File: config.mk
export PLATFORM = sky130hd
export DESIGN_NAME = mpe_round_robin_voice_allocator_core
export DESIGN_NICKNAME = d
export VERILOG_FILES = /design/src/hdl/mrrva_pkg.sv /design/src/hdl/mrrva_vel_mem.sv /design/src/hdl/mpe_round_robin_voice_allocator_core.sv
export SDC_FILE = /design/constraint.sdc
export NUM_CORES = 2
export LEC_CHECK = 0
export ABC_AREA = 1
export BUFFER_PORTS_ARGS = -buffer_cell sky130_fd_sc_hd__buf_2
export CAP_MARGIN = 20
export CORE_UTILIZATION = 57
export CTS_CLUSTER_DIAMETER = 60
export DETAILED_ROUTE_END_ITERATION = 8
export HOLD_SLACK_MARGIN = 0.08
export PLACE_DENSITY = 0.76
export REMOVE_ABC_BUFFERS = 1
export SLEW_MARGIN = 20
export SYNTH_ARGS = -nofsm -noshare
export SYNTH_HDL_FRONTEND = slang
export SYNTH_HIERARCHICAL = 1
export SYNTH_SLANG_ARGS = --single-unit
File: constraint.sdc
create_clock -name clk -period 5.7 [get_ports clk]
set_clock_uncertainty 0.1 [all_clocks]
set_input_delay 0.57 -clock clk [delete_from_list [all_inputs] [get_ports clk]]
set_output_delay 0.57 -clock clk [all_outputs]
set_load 0.02 [all_outputs]
File: src/hdl/mrrva_pkg.sv
// ----------------------------------------------------------------------------
// mrrva_pkg: shared types and constants for the MPE voice allocator
// Event kinds, the input word layout and the output word layout.
// ----------------------------------------------------------------------------
`default_nettype none
package mrrva_pkg;

  localparam logic [2:0] KIND_NOTE_ON  = 3'd0;
  localparam logic [2:0] KIND_NOTE_OFF = 3'd1;
  localparam logic [2:0] KIND_BEND     = 3'd2;
  localparam logic [2:0] KIND_OTHER    = 3'd3;
  localparam logic [2:0] KIND_POLY     = 3'd4;

  localparam logic [1:0] OUT_NOTE_ON  = 2'd0;
  localparam logic [1:0] OUT_NOTE_OFF = 2'd1;
  localparam logic [1:0] OUT_BEND     = 2'd2;
  localparam logic [1:0] OUT_OTHER    = 2'd3;

  localparam int NOTE_COUNT = 128;

  typedef struct packed {
    logic [15:0] sample_pos;
    logic [3:0]  new_poly;
    logic [3:0]  status_type;
    logic [13:0] bend;
    logic [6:0]  velocity;
    logic [6:0]  note;
    logic [2:0]  kind;
  } in_word_t;

  typedef struct packed {
    logic [15:0] out_time;
    logic [3:0]  out_status;
    logic [13:0] out_bend;
    logic [6:0]  out_velocity;
    logic [6:0]  out_note;
    logic [4:0]  out_channel;
    logic [1:0]  kind_out;
  } out_word_t;

endpackage
`default_nettype wire

File: src/hdl/mrrva_vel_mem.sv
// ----------------------------------------------------------------------------
// mrrva_vel_mem: held-velocity table
// 128 x 7 synchronous RAM, one port, registered read data.
// ----------------------------------------------------------------------------
`default_nettype none
module mrrva_vel_mem (
  input  wire logic       clk,
  input  wire logic       we,
  input  wire logic [6:0] addr,
  input  wire logic [6:0] wdata,
  output logic      [6:0] rdata
);
  logic [6:0] mem [mrrva_pkg::NOTE_COUNT];

  always_ff @(posedge clk) begin
    if (we) mem[addr] <= wdata;
    rdata <= mem[addr];
  end
endmodule
`default_nettype wire

File: src/hdl/mpe_round_robin_voice_allocator_core.sv
// A mono release holds its note-off until the 128-entry velocity RAM scan ends.
// One word at a time: the next input is taken only after the last result has left;
//   bend emits one word per voice, and a mono selection clears the velocity RAM.
// Reset: clears all voices and runs a clear of all 128 velocity RAM entries; no
//   input is taken until that clear ends.
// ----------------------------------------------------------------------------
// mpe_round_robin_voice_allocator_core: MPE round-robin voice allocator
// Assigns per-note channels with voice stealing and a mono retrigger table.
// ----------------------------------------------------------------------------
`default_nettype none
module mpe_round_robin_voice_allocator_core #(
  parameter int VOICES = 15
) (
  input  wire logic        clk,
  input  wire logic        rst,
  input  wire logic        s_tvalid,
  output logic             s_tready,
  // kind, note, velocity, bend, status_type, new_poly, sample_pos (pad to 56)
  input  wire logic [55:0] s_tdata,
  output logic             m_tvalid,
  input  wire logic        m_tready,
  // kind_out, out_channel, out_note, out_velocity, out_bend, out_status,
  // out_time (pad to 56)
  output logic      [55:0] m_tdata,
  output logic             m_tlast
);
  localparam int VW = $clog2(VOICES + 1);

  localparam logic [3:0] S_CLEAR = 4'd0, S_IDLE = 4'd1, S_ON = 4'd2,
    S_OFF = 4'd3, S_BEND = 4'd4, S_POLY = 4'd5, S_SCAN = 4'd6,
    S_SCANW = 4'd7, S_EMIT = 4'd8, S_ON2 = 4'd9, S_ON3 = 4'd10;

  logic [3:0] state;
  mrrva_pkg::in_word_t iw;
  // voice notes: bit7 set = free
  logic [7:0] vnote [VOICES];
  logic [VW-1:0] rpos, inuse, k, vsel;
  logic          rpos_none;
  logic [7:0]    cur;
  logic [7:0]    scan;
  logic          ofull, olast;
  mrrva_pkg::out_word_t ow;
  logic [6:0]    vaddr, vwdata, vrdata;
  logic          vwe;
  logic          vdone;
  logic [3:0]    poly_req;

  // queued emissions inside a note-on: up to three words
  logic [1:0]    step;

  mrrva_vel_mem u_mem (.clk, .we(vwe), .addr(vaddr), .wdata(vwdata), .rdata(vrdata));

  assign s_tready = (state == S_IDLE) && !ofull;
  assign m_tvalid = ofull;
  assign m_tdata  = {1'b0, ow};
  assign m_tlast  = olast;

  logic [VW-1:0] nxt, prv, base;
  logic          later;
  always_comb begin
    nxt = (rpos_none || rpos + 1'b1 >= inuse) ? '0 : rpos + 1'b1;
    // no voice chosen walks back from the top voice in use
    base = rpos_none ? inuse - 1'b1 : rpos;
    prv = (k > base) ? base + inuse - k : base - k;
    poly_req = (iw.new_poly == 4'd0) ? 4'd1 :
               ({1'b0, iw.new_poly} > 5'(VOICES)) ? 4'(VOICES) : iw.new_poly;
  end

  // any active voice above the one being released by a polyphony change
  always_comb begin
    later = 1'b0;
    for (int i = 0; i < VOICES; i++)
      if (VW'(i) > VW'(poly_req) + k && VW'(i) < inuse && !vnote[i][7]) later = 1'b1;
  end

  function automatic mrrva_pkg::out_word_t mk(logic [1:0] kd, logic [VW-1:0] v,
      logic [6:0] n, logic [6:0] vl, logic [13:0] b, logic [3:0] st, logic [15:0] t);
    mrrva_pkg::out_word_t o;
    o.kind_out = kd; o.out_channel = 5'(v) + 5'd2; o.out_note = n;
    o.out_velocity = vl; o.out_bend = b; o.out_status = st; o.out_time = t;
    return o;
  endfunction

  wire ofree = !ofull || m_tready;

  always_ff @(posedge clk) begin
    vwe <= 1'b0;
    if (ofull && m_tready) ofull <= 1'b0;
    if (rst) begin
      state <= S_CLEAR; ofull <= 1'b0; olast <= 1'b0;
      for (int i = 0; i < VOICES; i++) vnote[i] <= 8'hFF;
      rpos <= '0; rpos_none <= 1'b1; cur <= 8'hFF; inuse <= VW'(VOICES);
      scan <= '0; vaddr <= '0; vwdata <= '0; vwe <= 1'b1; k <= '0; step <= '0;
      vsel <= '0; vdone <= 1'b0;
    end else begin
      unique case (state)
        S_CLEAR: begin
          if (scan[6:0] == 7'd127) state <= S_IDLE;
          else begin
            scan <= scan + 8'd1; vaddr <= scan[6:0] + 7'd1; vwdata <= '0; vwe <= 1'b1;
          end
        end
        S_IDLE: if (s_tvalid && s_tready) begin
          iw <= s_tdata[$bits(iw)-1:0]; k <= '0; step <= '0;
          case (s_tdata[2:0])
            mrrva_pkg::KIND_NOTE_ON:
              state <= (s_tdata[16:10] != 7'd0) ? S_ON : S_OFF;
            mrrva_pkg::KIND_NOTE_OFF: state <= S_OFF;
            mrrva_pkg::KIND_BEND:     state <= S_BEND;
            mrrva_pkg::KIND_OTHER: begin
              ow <= '{kind_out: mrrva_pkg::OUT_OTHER, out_channel: 5'd1,
                      out_note: s_tdata[9:3], out_velocity: s_tdata[16:10],
                      out_bend: '0, out_status: s_tdata[34:31],
                      out_time: s_tdata[54:39]};
              ofull <= 1'b1; olast <= 1'b1;
            end
            mrrva_pkg::KIND_POLY: state <= S_POLY;
            default: ;
          endcase
        end
        S_ON: begin
          // round-robin search: one voice per cycle
          if (k == inuse) begin
            // steal
            rpos <= nxt; rpos_none <= 1'b0; vsel <= nxt; state <= S_ON2; step <= 2'd0;
          end else begin
            rpos <= nxt; rpos_none <= 1'b0; k <= k + 1'b1;
            if (vnote[nxt][7]) begin vsel <= nxt; state <= S_ON2; step <= 2'd1; end
          end
        end
        S_ON2: if (ofree) begin
          case (step)
            2'd0: begin
              ow <= mk(mrrva_pkg::OUT_NOTE_OFF, vsel, vnote[vsel][6:0], '0, '0, '0,
                       iw.sample_pos);
              ofull <= 1'b1; olast <= 1'b0; step <= 2'd1;
            end
            2'd1: begin
              if (inuse == VW'(1) && !cur[7]) begin
                ow <= mk(mrrva_pkg::OUT_NOTE_OFF, vsel, cur[6:0], '0, '0, '0,
                         iw.sample_pos);
                ofull <= 1'b1; olast <= 1'b0;
              end
              step <= 2'd2;
            end
            default: begin
              ow <= mk(mrrva_pkg::OUT_NOTE_ON, vsel, iw.note, iw.velocity, '0, '0,
                       iw.sample_pos);
              ofull <= 1'b1; olast <= 1'b1;
              cur <= {1'b0, iw.note}; vnote[vsel] <= {1'b0, iw.note};
              vaddr <= iw.note; vwdata <= iw.velocity; vwe <= 1'b1;
              state <= S_IDLE;
            end
          endcase
        end
        S_OFF: begin
          // backward search from the last used voice
          if (k == inuse) begin
            vaddr <= iw.note; vwdata <= '0; vwe <= 1'b1;
            state <= S_IDLE;
          end else begin
            k <= k + 1'b1;
            if (!vnote[prv][7] && vnote[prv][6:0] == iw.note) begin
              vaddr <= iw.note; vwdata <= '0; vwe <= 1'b1;
              vsel <= prv; state <= S_ON3;
            end
          end
        end
        S_ON3: if (ofree) begin
          vnote[vsel] <= 8'hFF; cur <= 8'hFF;
          if (inuse != VW'(1)) begin
            ow <= mk(mrrva_pkg::OUT_NOTE_OFF, vsel, iw.note, iw.velocity, '0, '0,
                     iw.sample_pos);
            ofull <= 1'b1; olast <= 1'b1; state <= S_IDLE;
          end else begin
            // mono: the note-off waits until the scan knows if a retrigger follows
            scan <= '0; vaddr <= '0; state <= S_SCANW;
          end
        end
        S_SCANW: state <= S_SCAN;   // read latency
        S_SCAN: begin
          if (vrdata != 7'd0 || scan[6:0] == 7'd127) begin
            state <= S_EMIT;
          end else begin
            scan <= scan + 8'd1; vaddr <= scan[6:0] + 7'd1; state <= S_SCANW;
          end
        end
        S_EMIT: if (ofree) begin
          // vrdata holds the held velocity of the lowest held note, zero if none
          if (step == 2'd0) begin
            ow <= mk(mrrva_pkg::OUT_NOTE_OFF, vsel, iw.note, iw.velocity, '0, '0,
                     iw.sample_pos);
            ofull <= 1'b1;
            if (vrdata != 7'd0) begin
              olast <= 1'b0; step <= 2'd1;
            end else begin
              olast <= 1'b1; state <= S_IDLE;
            end
          end else begin
            ow <= mk(mrrva_pkg::OUT_NOTE_ON, vsel, scan[6:0], vrdata, '0, '0,
                     iw.sample_pos);
            ofull <= 1'b1; olast <= 1'b1;
            vnote[vsel] <= {1'b0, scan[6:0]}; cur <= {1'b0, scan[6:0]};
            state <= S_IDLE;
          end
        end
        S_BEND: begin
          if (k == inuse) state <= S_IDLE;
          else if (ofree) begin
            ow <= mk(mrrva_pkg::OUT_BEND, k, '0, '0, iw.bend, '0, iw.sample_pos);
            ofull <= 1'b1; olast <= (k + 1'b1 == inuse); k <= k + 1'b1;
          end
        end
        S_POLY: begin
          if (poly_req == 4'(inuse) && k == '0 && !vdone) state <= S_IDLE;
          else if (VW'(poly_req) + k >= inuse) begin
            rpos_none <= 1'b1; cur <= 8'hFF; inuse <= VW'(poly_req);
            if (poly_req == 4'd1) begin
              scan <= '0; vaddr <= '0; vwdata <= '0; vwe <= 1'b1; state <= S_CLEAR;
            end else state <= S_IDLE;
            vdone <= 1'b0;
          end else if (ofree) begin
            vdone <= 1'b1; k <= k + 1'b1;
            if (!vnote[VW'(poly_req) + k][7]) begin
              ow <= mk(mrrva_pkg::OUT_NOTE_OFF, VW'(poly_req) + k,
                       vnote[VW'(poly_req) + k][6:0], '0, '0, '0, '0);
              ofull <= 1'b1; olast <= !later;
              vnote[VW'(poly_req) + k] <= 8'hFF;
            end
          end
        end
        default: state <= S_IDLE;
      endcase
    end
  end

`ifndef SYNTHESIS
  a_no_in_busy: assert property (@(posedge clk) disable iff (rst)
    (s_tvalid && s_tready) |-> !m_tvalid) else $error("input taken with output pending");
  a_chan: assert property (@(posedge clk) disable iff (rst)
    m_tvalid |-> (m_tdata[6:2] >= 5'd1 && m_tdata[6:2] <= 5'd16))
    else $error("channel out of range");
  a_inuse: assert property (@(posedge clk) disable iff (rst)
    (inuse >= VW'(1)) && (inuse <= VW'(VOICES))) else $error("voice count bad");
`endif
endmodule
`default_nettype wire
# Yosys cells after proc, flatten, opt, wreduce, memory -nomap -nowiden
# Memory sizes are Yosys's and may differ from the RTL's. A register that Yosys moved wholly into a read port is not among the register bits.
# Index checks and enable logic that the tools add are counted.
# classes
n_mux	190
reduce_logical	95
eq_ne	56
add_sub_neg	12
order_cmp	33
bitwise	4
# ops
cell	n
$mux W55	13
$pmux W55 S6	1
$mux W8	18
$mux W4	34
$mux W7	16
$pmux W55 S2	1
$mux W1	83
$pmux W8 S4	2
$ne A2 B2 Y1 const B	24
$pmux W4 S11	1
$pmux W7 S6	1
$logic_and A1 B1 Y1	37
$pmux W4 S4	2
$reduce_and A8 Y1	4
$gt A4 B4 Y1 const A	7
$lt A4 B4 Y1 const A	7
$pmux W7 S4	1
$mux W21	1
$logic_not A1 Y1	20
$reduce_bool A4 Y1	5
$ne A3 B3 Y1 const B	6
$eq A4 B3 Y1 const B	4
$gt A3 B4 Y1 const A	4
$lt A3 B4 Y1 const A	4
52 further kinds	94
# totals
inputBits	60
out_inout_bits	59
ff_bits	160
mem_count	2
mem_bits_rw	1016
wordCells	419
# mem_list
name	words	word_bits	read_ports	rd_ports_with_merged_regs	write_ports	line_no	source
u_mem.mem	128	7	1	1	1	mrrva_vel_mem.sv:13	logic [6:0] mem [mrrva_pkg::NOTE_COUNT];
vnote	15	8	19	1	15	mpe_round_robin_voice_allocator_core.sv:36	logic [7:0] vnote [VOICES];

# Depth between registers and ports, before layout
# logic_depth
depth_word	27
mapped_depth	31
depth_no_buf	29

# By module
# Netlist, hierarchy kept.
# by_module_without_submodules
module	instances	cells_each	seq_area_each_um2	area_per_inst_um2
mrrva_vel_mem	1	3878	27045.9	38688.4
mpe_round_robin_voice_allocator_core	1	2055	8137.8	16930.0

# Least setup slack after synthesis
# No wires, ideal clock.
# synth_timing
kind	register to register
startpoint	reg iw[36] (netlist name)
endpoint	reg ow (netlist bit m_tdata[0]) (enable)
path_buffers	0
arrival_ns	5.234
path_stages_with_launch	18
required_time_ns	5.132
setup_slack_ns	-0.102
path_cell_list	edfxtp_1 -> nor3_1 -> nor2_1 -> inv_1 -> ha_1 -> a21oi_1 -> o21bai_1 -> xor2_2 -> ha_1 -> nand2_1 -> inv_1 -> o21ai_0 -> nand2_1 -> a31oi_1 -> o21ai_0 -> nor3_1 -> o21ai_0 -> nor2_1
# synth_via
elab_chain_cells	7
elab_cells_between_ends	12
cone_classes	1 x add/sub; 1 x order compare; 4 x eq/ne; 1 x mux; 4 x reduce/logical; 1 x memory
# synth_rtl
element	line_no	source
from (decl)	mpe_round_robin_voice_allocator_core.sv:34	mrrva_pkg::in_word_t iw;
from (signal assigned)	mpe_round_robin_voice_allocator_core.sv:104	iw <= s_tdata[$bits(iw)-1:0]; k <= '0; step <= '0;
$logic_not A4 Y1 *	mpe_round_robin_voice_allocator_core.sv:65	poly_req = (iw.new_poly == 4'd0) ? 4'd1 :
$mux W4 *	mpe_round_robin_voice_allocator_core.sv:65	
net poly_req[0]	mpe_round_robin_voice_allocator_core.sv:46	logic [3:0] poly_req;
branches (longest 4 deep; another with $mem_v2 Z15 W8)	n/a	
$reduce_and A15 Y1 (no source line) *	n/a	
to (signal assigned)	mpe_round_robin_voice_allocator_core.sv:200	ow <= mk(mrrva_pkg::OUT_NOTE_ON, vsel, scan[6:0], vrdata, '0, '0,
to (signal assigned)	mpe_round_robin_voice_allocator_core.sv:210	ow <= mk(mrrva_pkg::OUT_BEND, k, '0, '0, iw.bend, '0, iw.sample_pos);
to (signal assigned)	mpe_round_robin_voice_allocator_core.sv:225	ow <= mk(mrrva_pkg::OUT_NOTE_OFF, VW'(poly_req) + k,
to (decl)	mpe_round_robin_voice_allocator_core.sv:42	mrrva_pkg::out_word_t ow;
# Mark *: on every way through the listed nets, which the timed path passes.
# A chain may end at the register's enable or synchronous reset.

==> impl_results.md <==
* Status: complete, no violations
* Total core area at just under 100000 um^2
* Family with the most delay on the worst path: simple AND/OR/NAND/NOR gates
* Crit path buf inv count at 4
* Placed Cells at between 7k and 8k
* CTS Root Cell: clkbuf_16
* Least-Margin Pin Slew at 1260 ps
* CP Launch Type: flop
* Via count at approximately 43k
* RD Place Congestion at 1.01
* Area grow syn2layout at 10.7%
* WP data arrival at approximately 5600 ps
* Final Hold Viols at 0
* Maximum VDD drop at 0.658 mV
* Synth Area in Compound Gates at roughly 5.0%
* Post-synthesis adder-cell area fraction at less than 1%
* Cells after synthesis at 5933
* Share of layout cells above drive strength 1 at between 7 and 8%
* Most common cell after layout, fill and taps aside: nand2_1
* Clock power share at 26.0%
* Rows at 114
* Worst path cell trace: nor3_1, nor2_1, inv_1, ha_1, fa_1, or2_2, nand2_1, ha_1, nand2_1, inv_1, o21ai_0, nand2_1, a31oi_1, inv_1, nor2_1, nand4_4, o21ai_2, nand2_1, inv_1, nand3_1, nand2_1
* Post CTS Setup Buffer Count at 0
* Multiplexer share of the synthesized area at 0.468%
* Most frequent cells in the layout: nand2_1, edfxtp_1, nor2_1, inv_1, nand3_1
* Max_cap viols at 0
* Initial antenna violation count at 0
* Synth top area share at 60.8%
* Synth Cell Area at 55600 um^2
* Largest net degree at the start of global routing at 221
* Drt total wl at 153000 um
* Yosys cell types at 58
* Switching pwr at about 12 mW
* Reg area at 35200 um^2
* Final std cells w/o fill at ~7.4k
* Leak pwr at approximately 24 nW
* Final-stage net count at slightly above 6k
* Placed cell areas at ~57000 um^2
* Max-slew violation count at 0
* Hold Crit Class: primary input to flop
* Clk buf depth at 3
* Crit-path max FO at 17
* DIE HEIGHT at 314 um
* Number of synthesized flops with an enable pin at ~1.1k
* Comb power frac at between 30% and 40%
* Xor and xnor fraction of the mapped netlist area at less than 1%
* Top_reg_cell synth: edfxtp_1
* Total track usage at a little under a third
* WL/cell at between 20 and 25 um
* Part of the Yosys area used for sequential elements at 63.3%
* Multi-input combinational cell area at between 15000 and 20000 um^2
* Seq pwr share at 34.8%
* Vias in the first global route at 39.8k
* Post-synth top area cell: edfxtp_1
* Relative slew slack at approximately 16%
* Clock Latency Late Sink at slightly above 700 ps
* Clock edge transition at the registers on the reported setup and hold paths at 60 ps
* Internal power at about 18 mW
* Final Cycle Share at about 94%
* Peak Freq at between 150 and 200 MHz
* Ports at ~120
* Sink Count at about 1.2k
* CTS buffer count at about 120
* Power per standard cell area at approximately 490 nW/um^2
* Final setup fails at 0
* DRC at 0
* Syn avg cell area at between 9 and 10 um^2
* Synth top area cells: edfxtp_1, nand2_1, nor2_1
* Pre-Repair DR Iteration Count at 6
* Crit. End Element: flop
* Fin area at between 60000 and 70000 um^2
* Global route total overflow at 0
* Slowest stage delay, CP at about 490 ps
* Die ar. at around 99000 um^2
* ANT cells at 0
* Die X-Extent at 314 um
* Initial core utilization at a little under three fifths
* Largest family of logic cells by synthesized area: simple AND/OR/NAND/NOR gates
* Filler Cells Inserted at 7586
* FF+latch count, synth at between 1k and 1.5k
* Ys Warns at 6
* Worst setup path class: flop to flop
* Post-DRT Antenna Nets at 0
* IO buf count at 116
* Simple-Gate Fraction of Synth Area at 25.5%
* Share of synthesized registers carrying an async set or reset at 0%
* Fin crit period at around 5400 ps
* RSZ-0062 raised after global routing: no
* Required time of the worst setup path at 5980 ps
* Sw Share at about two fifths
* Crit-path most repeated cell: nand2_1
* Hpwl dp at between 90000 and 100000 um
* Crit-path slowest cell: edfxtp_1
* First-pass GRT wire length at between 200000 and 250000 um
* Via density at between 5 and 6
* CTS tree: built
* Final core occ at around 64%
* Drt first-iter violations at between 5k and 6k
* H-tree Lvls at 3
-- synthesized netlist by cell type, types with 31 or more instances --
master	number
nor2_1	410
a21oi_1	123
dfxtp_1	67
nand2_1	2902
o211ai_1	57
edfxtp_1	1127
inv_1	274
buf_2	124
o21ai_0	145
clkbuf_1	84
buf_1	31
nand3_1	222
-- area by class of cell --
| type | count | share of cell area, % |
|---|---|---|
| Multi-Input combinational cell | 4157 | 29.1 |
| Clock buffer | 145 | 5.22 |
| Timing Repair Buffer | 241 | 2.81 |
| Inverter | 297 | 1.84 |
| Clock inverter | 84 | 1.25 |
| Tap cell | 1276 | 2.59 |
| Sequential cell | 1194 | 57.2 |
-- power groups by stage --
stage	clock network, mW	registers (mW)	logic [mW]
after floorplan	0	11.0	8.24
after global placement	0	10.7	11.2
after detailed placement	0	10.7	11.4
after CTS	7.92	10.5	11.5
after global routing	8.25	10.6	12.9
final	7.86	10.5	11.8
-- per-layer routing --
| metal | GRT usage [%] | vias up | wire (um) |
|---|---|---|---|
| met4 | 10.6 | 0 | 5140 |
| met3 | 5.69 | 348 | 17100 |
| li1 | - | 19700 | - |
| met1 | 42.9 | 20000 | 60500 |
| met2 | 48.2 | 2498 | 70300 |
| met5 | 0 | - | 0 |
-- cells by family after synthesis --
family	after synthesis
adders and majority gates	34
AOI/OAI and AO/OA	453
DFF	1194
other	1
buffers and inverters	582
and+or+nand+nor	3625
muxes	26
xor gates and xnor gates	18
-- path summary, 6_finish.rpt --
path / start / to / slack (ps) / depth (start not counted)
setup reg to reg: iw[36] / vnote[7][7] / 350 / 21
hold reg to reg: cur[4] / cur[4] / 360 / 2
setup / recovery: iw[36] / vnote[7][7] / 350 / 21
hold / removal: rst / vwdata[0] / 270 / 3
-- timing repair --
action,4_1_cts,5_1_grt
endpoints found under the hold margin,66,0
gates resized for setup,0,2
hold buffers,52,0
setup endpoints to repair,0,9
-- worst min-delay path: cells and delay by family --
kind / cells / cell delay, ps
AO/OA/AOI/OAI: 1 / 60
buffers and inverters: 2 / 400
-- flip-flops by register name, summed over array words and instances, names as in the netlist, named ones only --
signal,cells
rpos_none,1
vnote,128
vwdata,7
m_tdata,55
m_tlast,1
iw,48
cur,8
step,2
vwe,1
u_mem/mem,896
scan,7
vsel,4
vdone,1
inuse,4
state,4
u_mem/rdata,7
rpos,4
vaddr,7
m_tvalid,1
k,4
-- stage by stage --
step                setup slack [ps]  power [mW]  hold WS, ps  TNS (ps)
detailed placement               479        22.1          351         0
global placement                 528        21.9          341         0
floorplan                     -10000        19.3          330  -5997540
global route                    74.1        31.7          273         0
CTS                              401        29.9          237         0
finish                           347        30.2          274         0
Note: power is estimated with default switching activity, not from simulation.
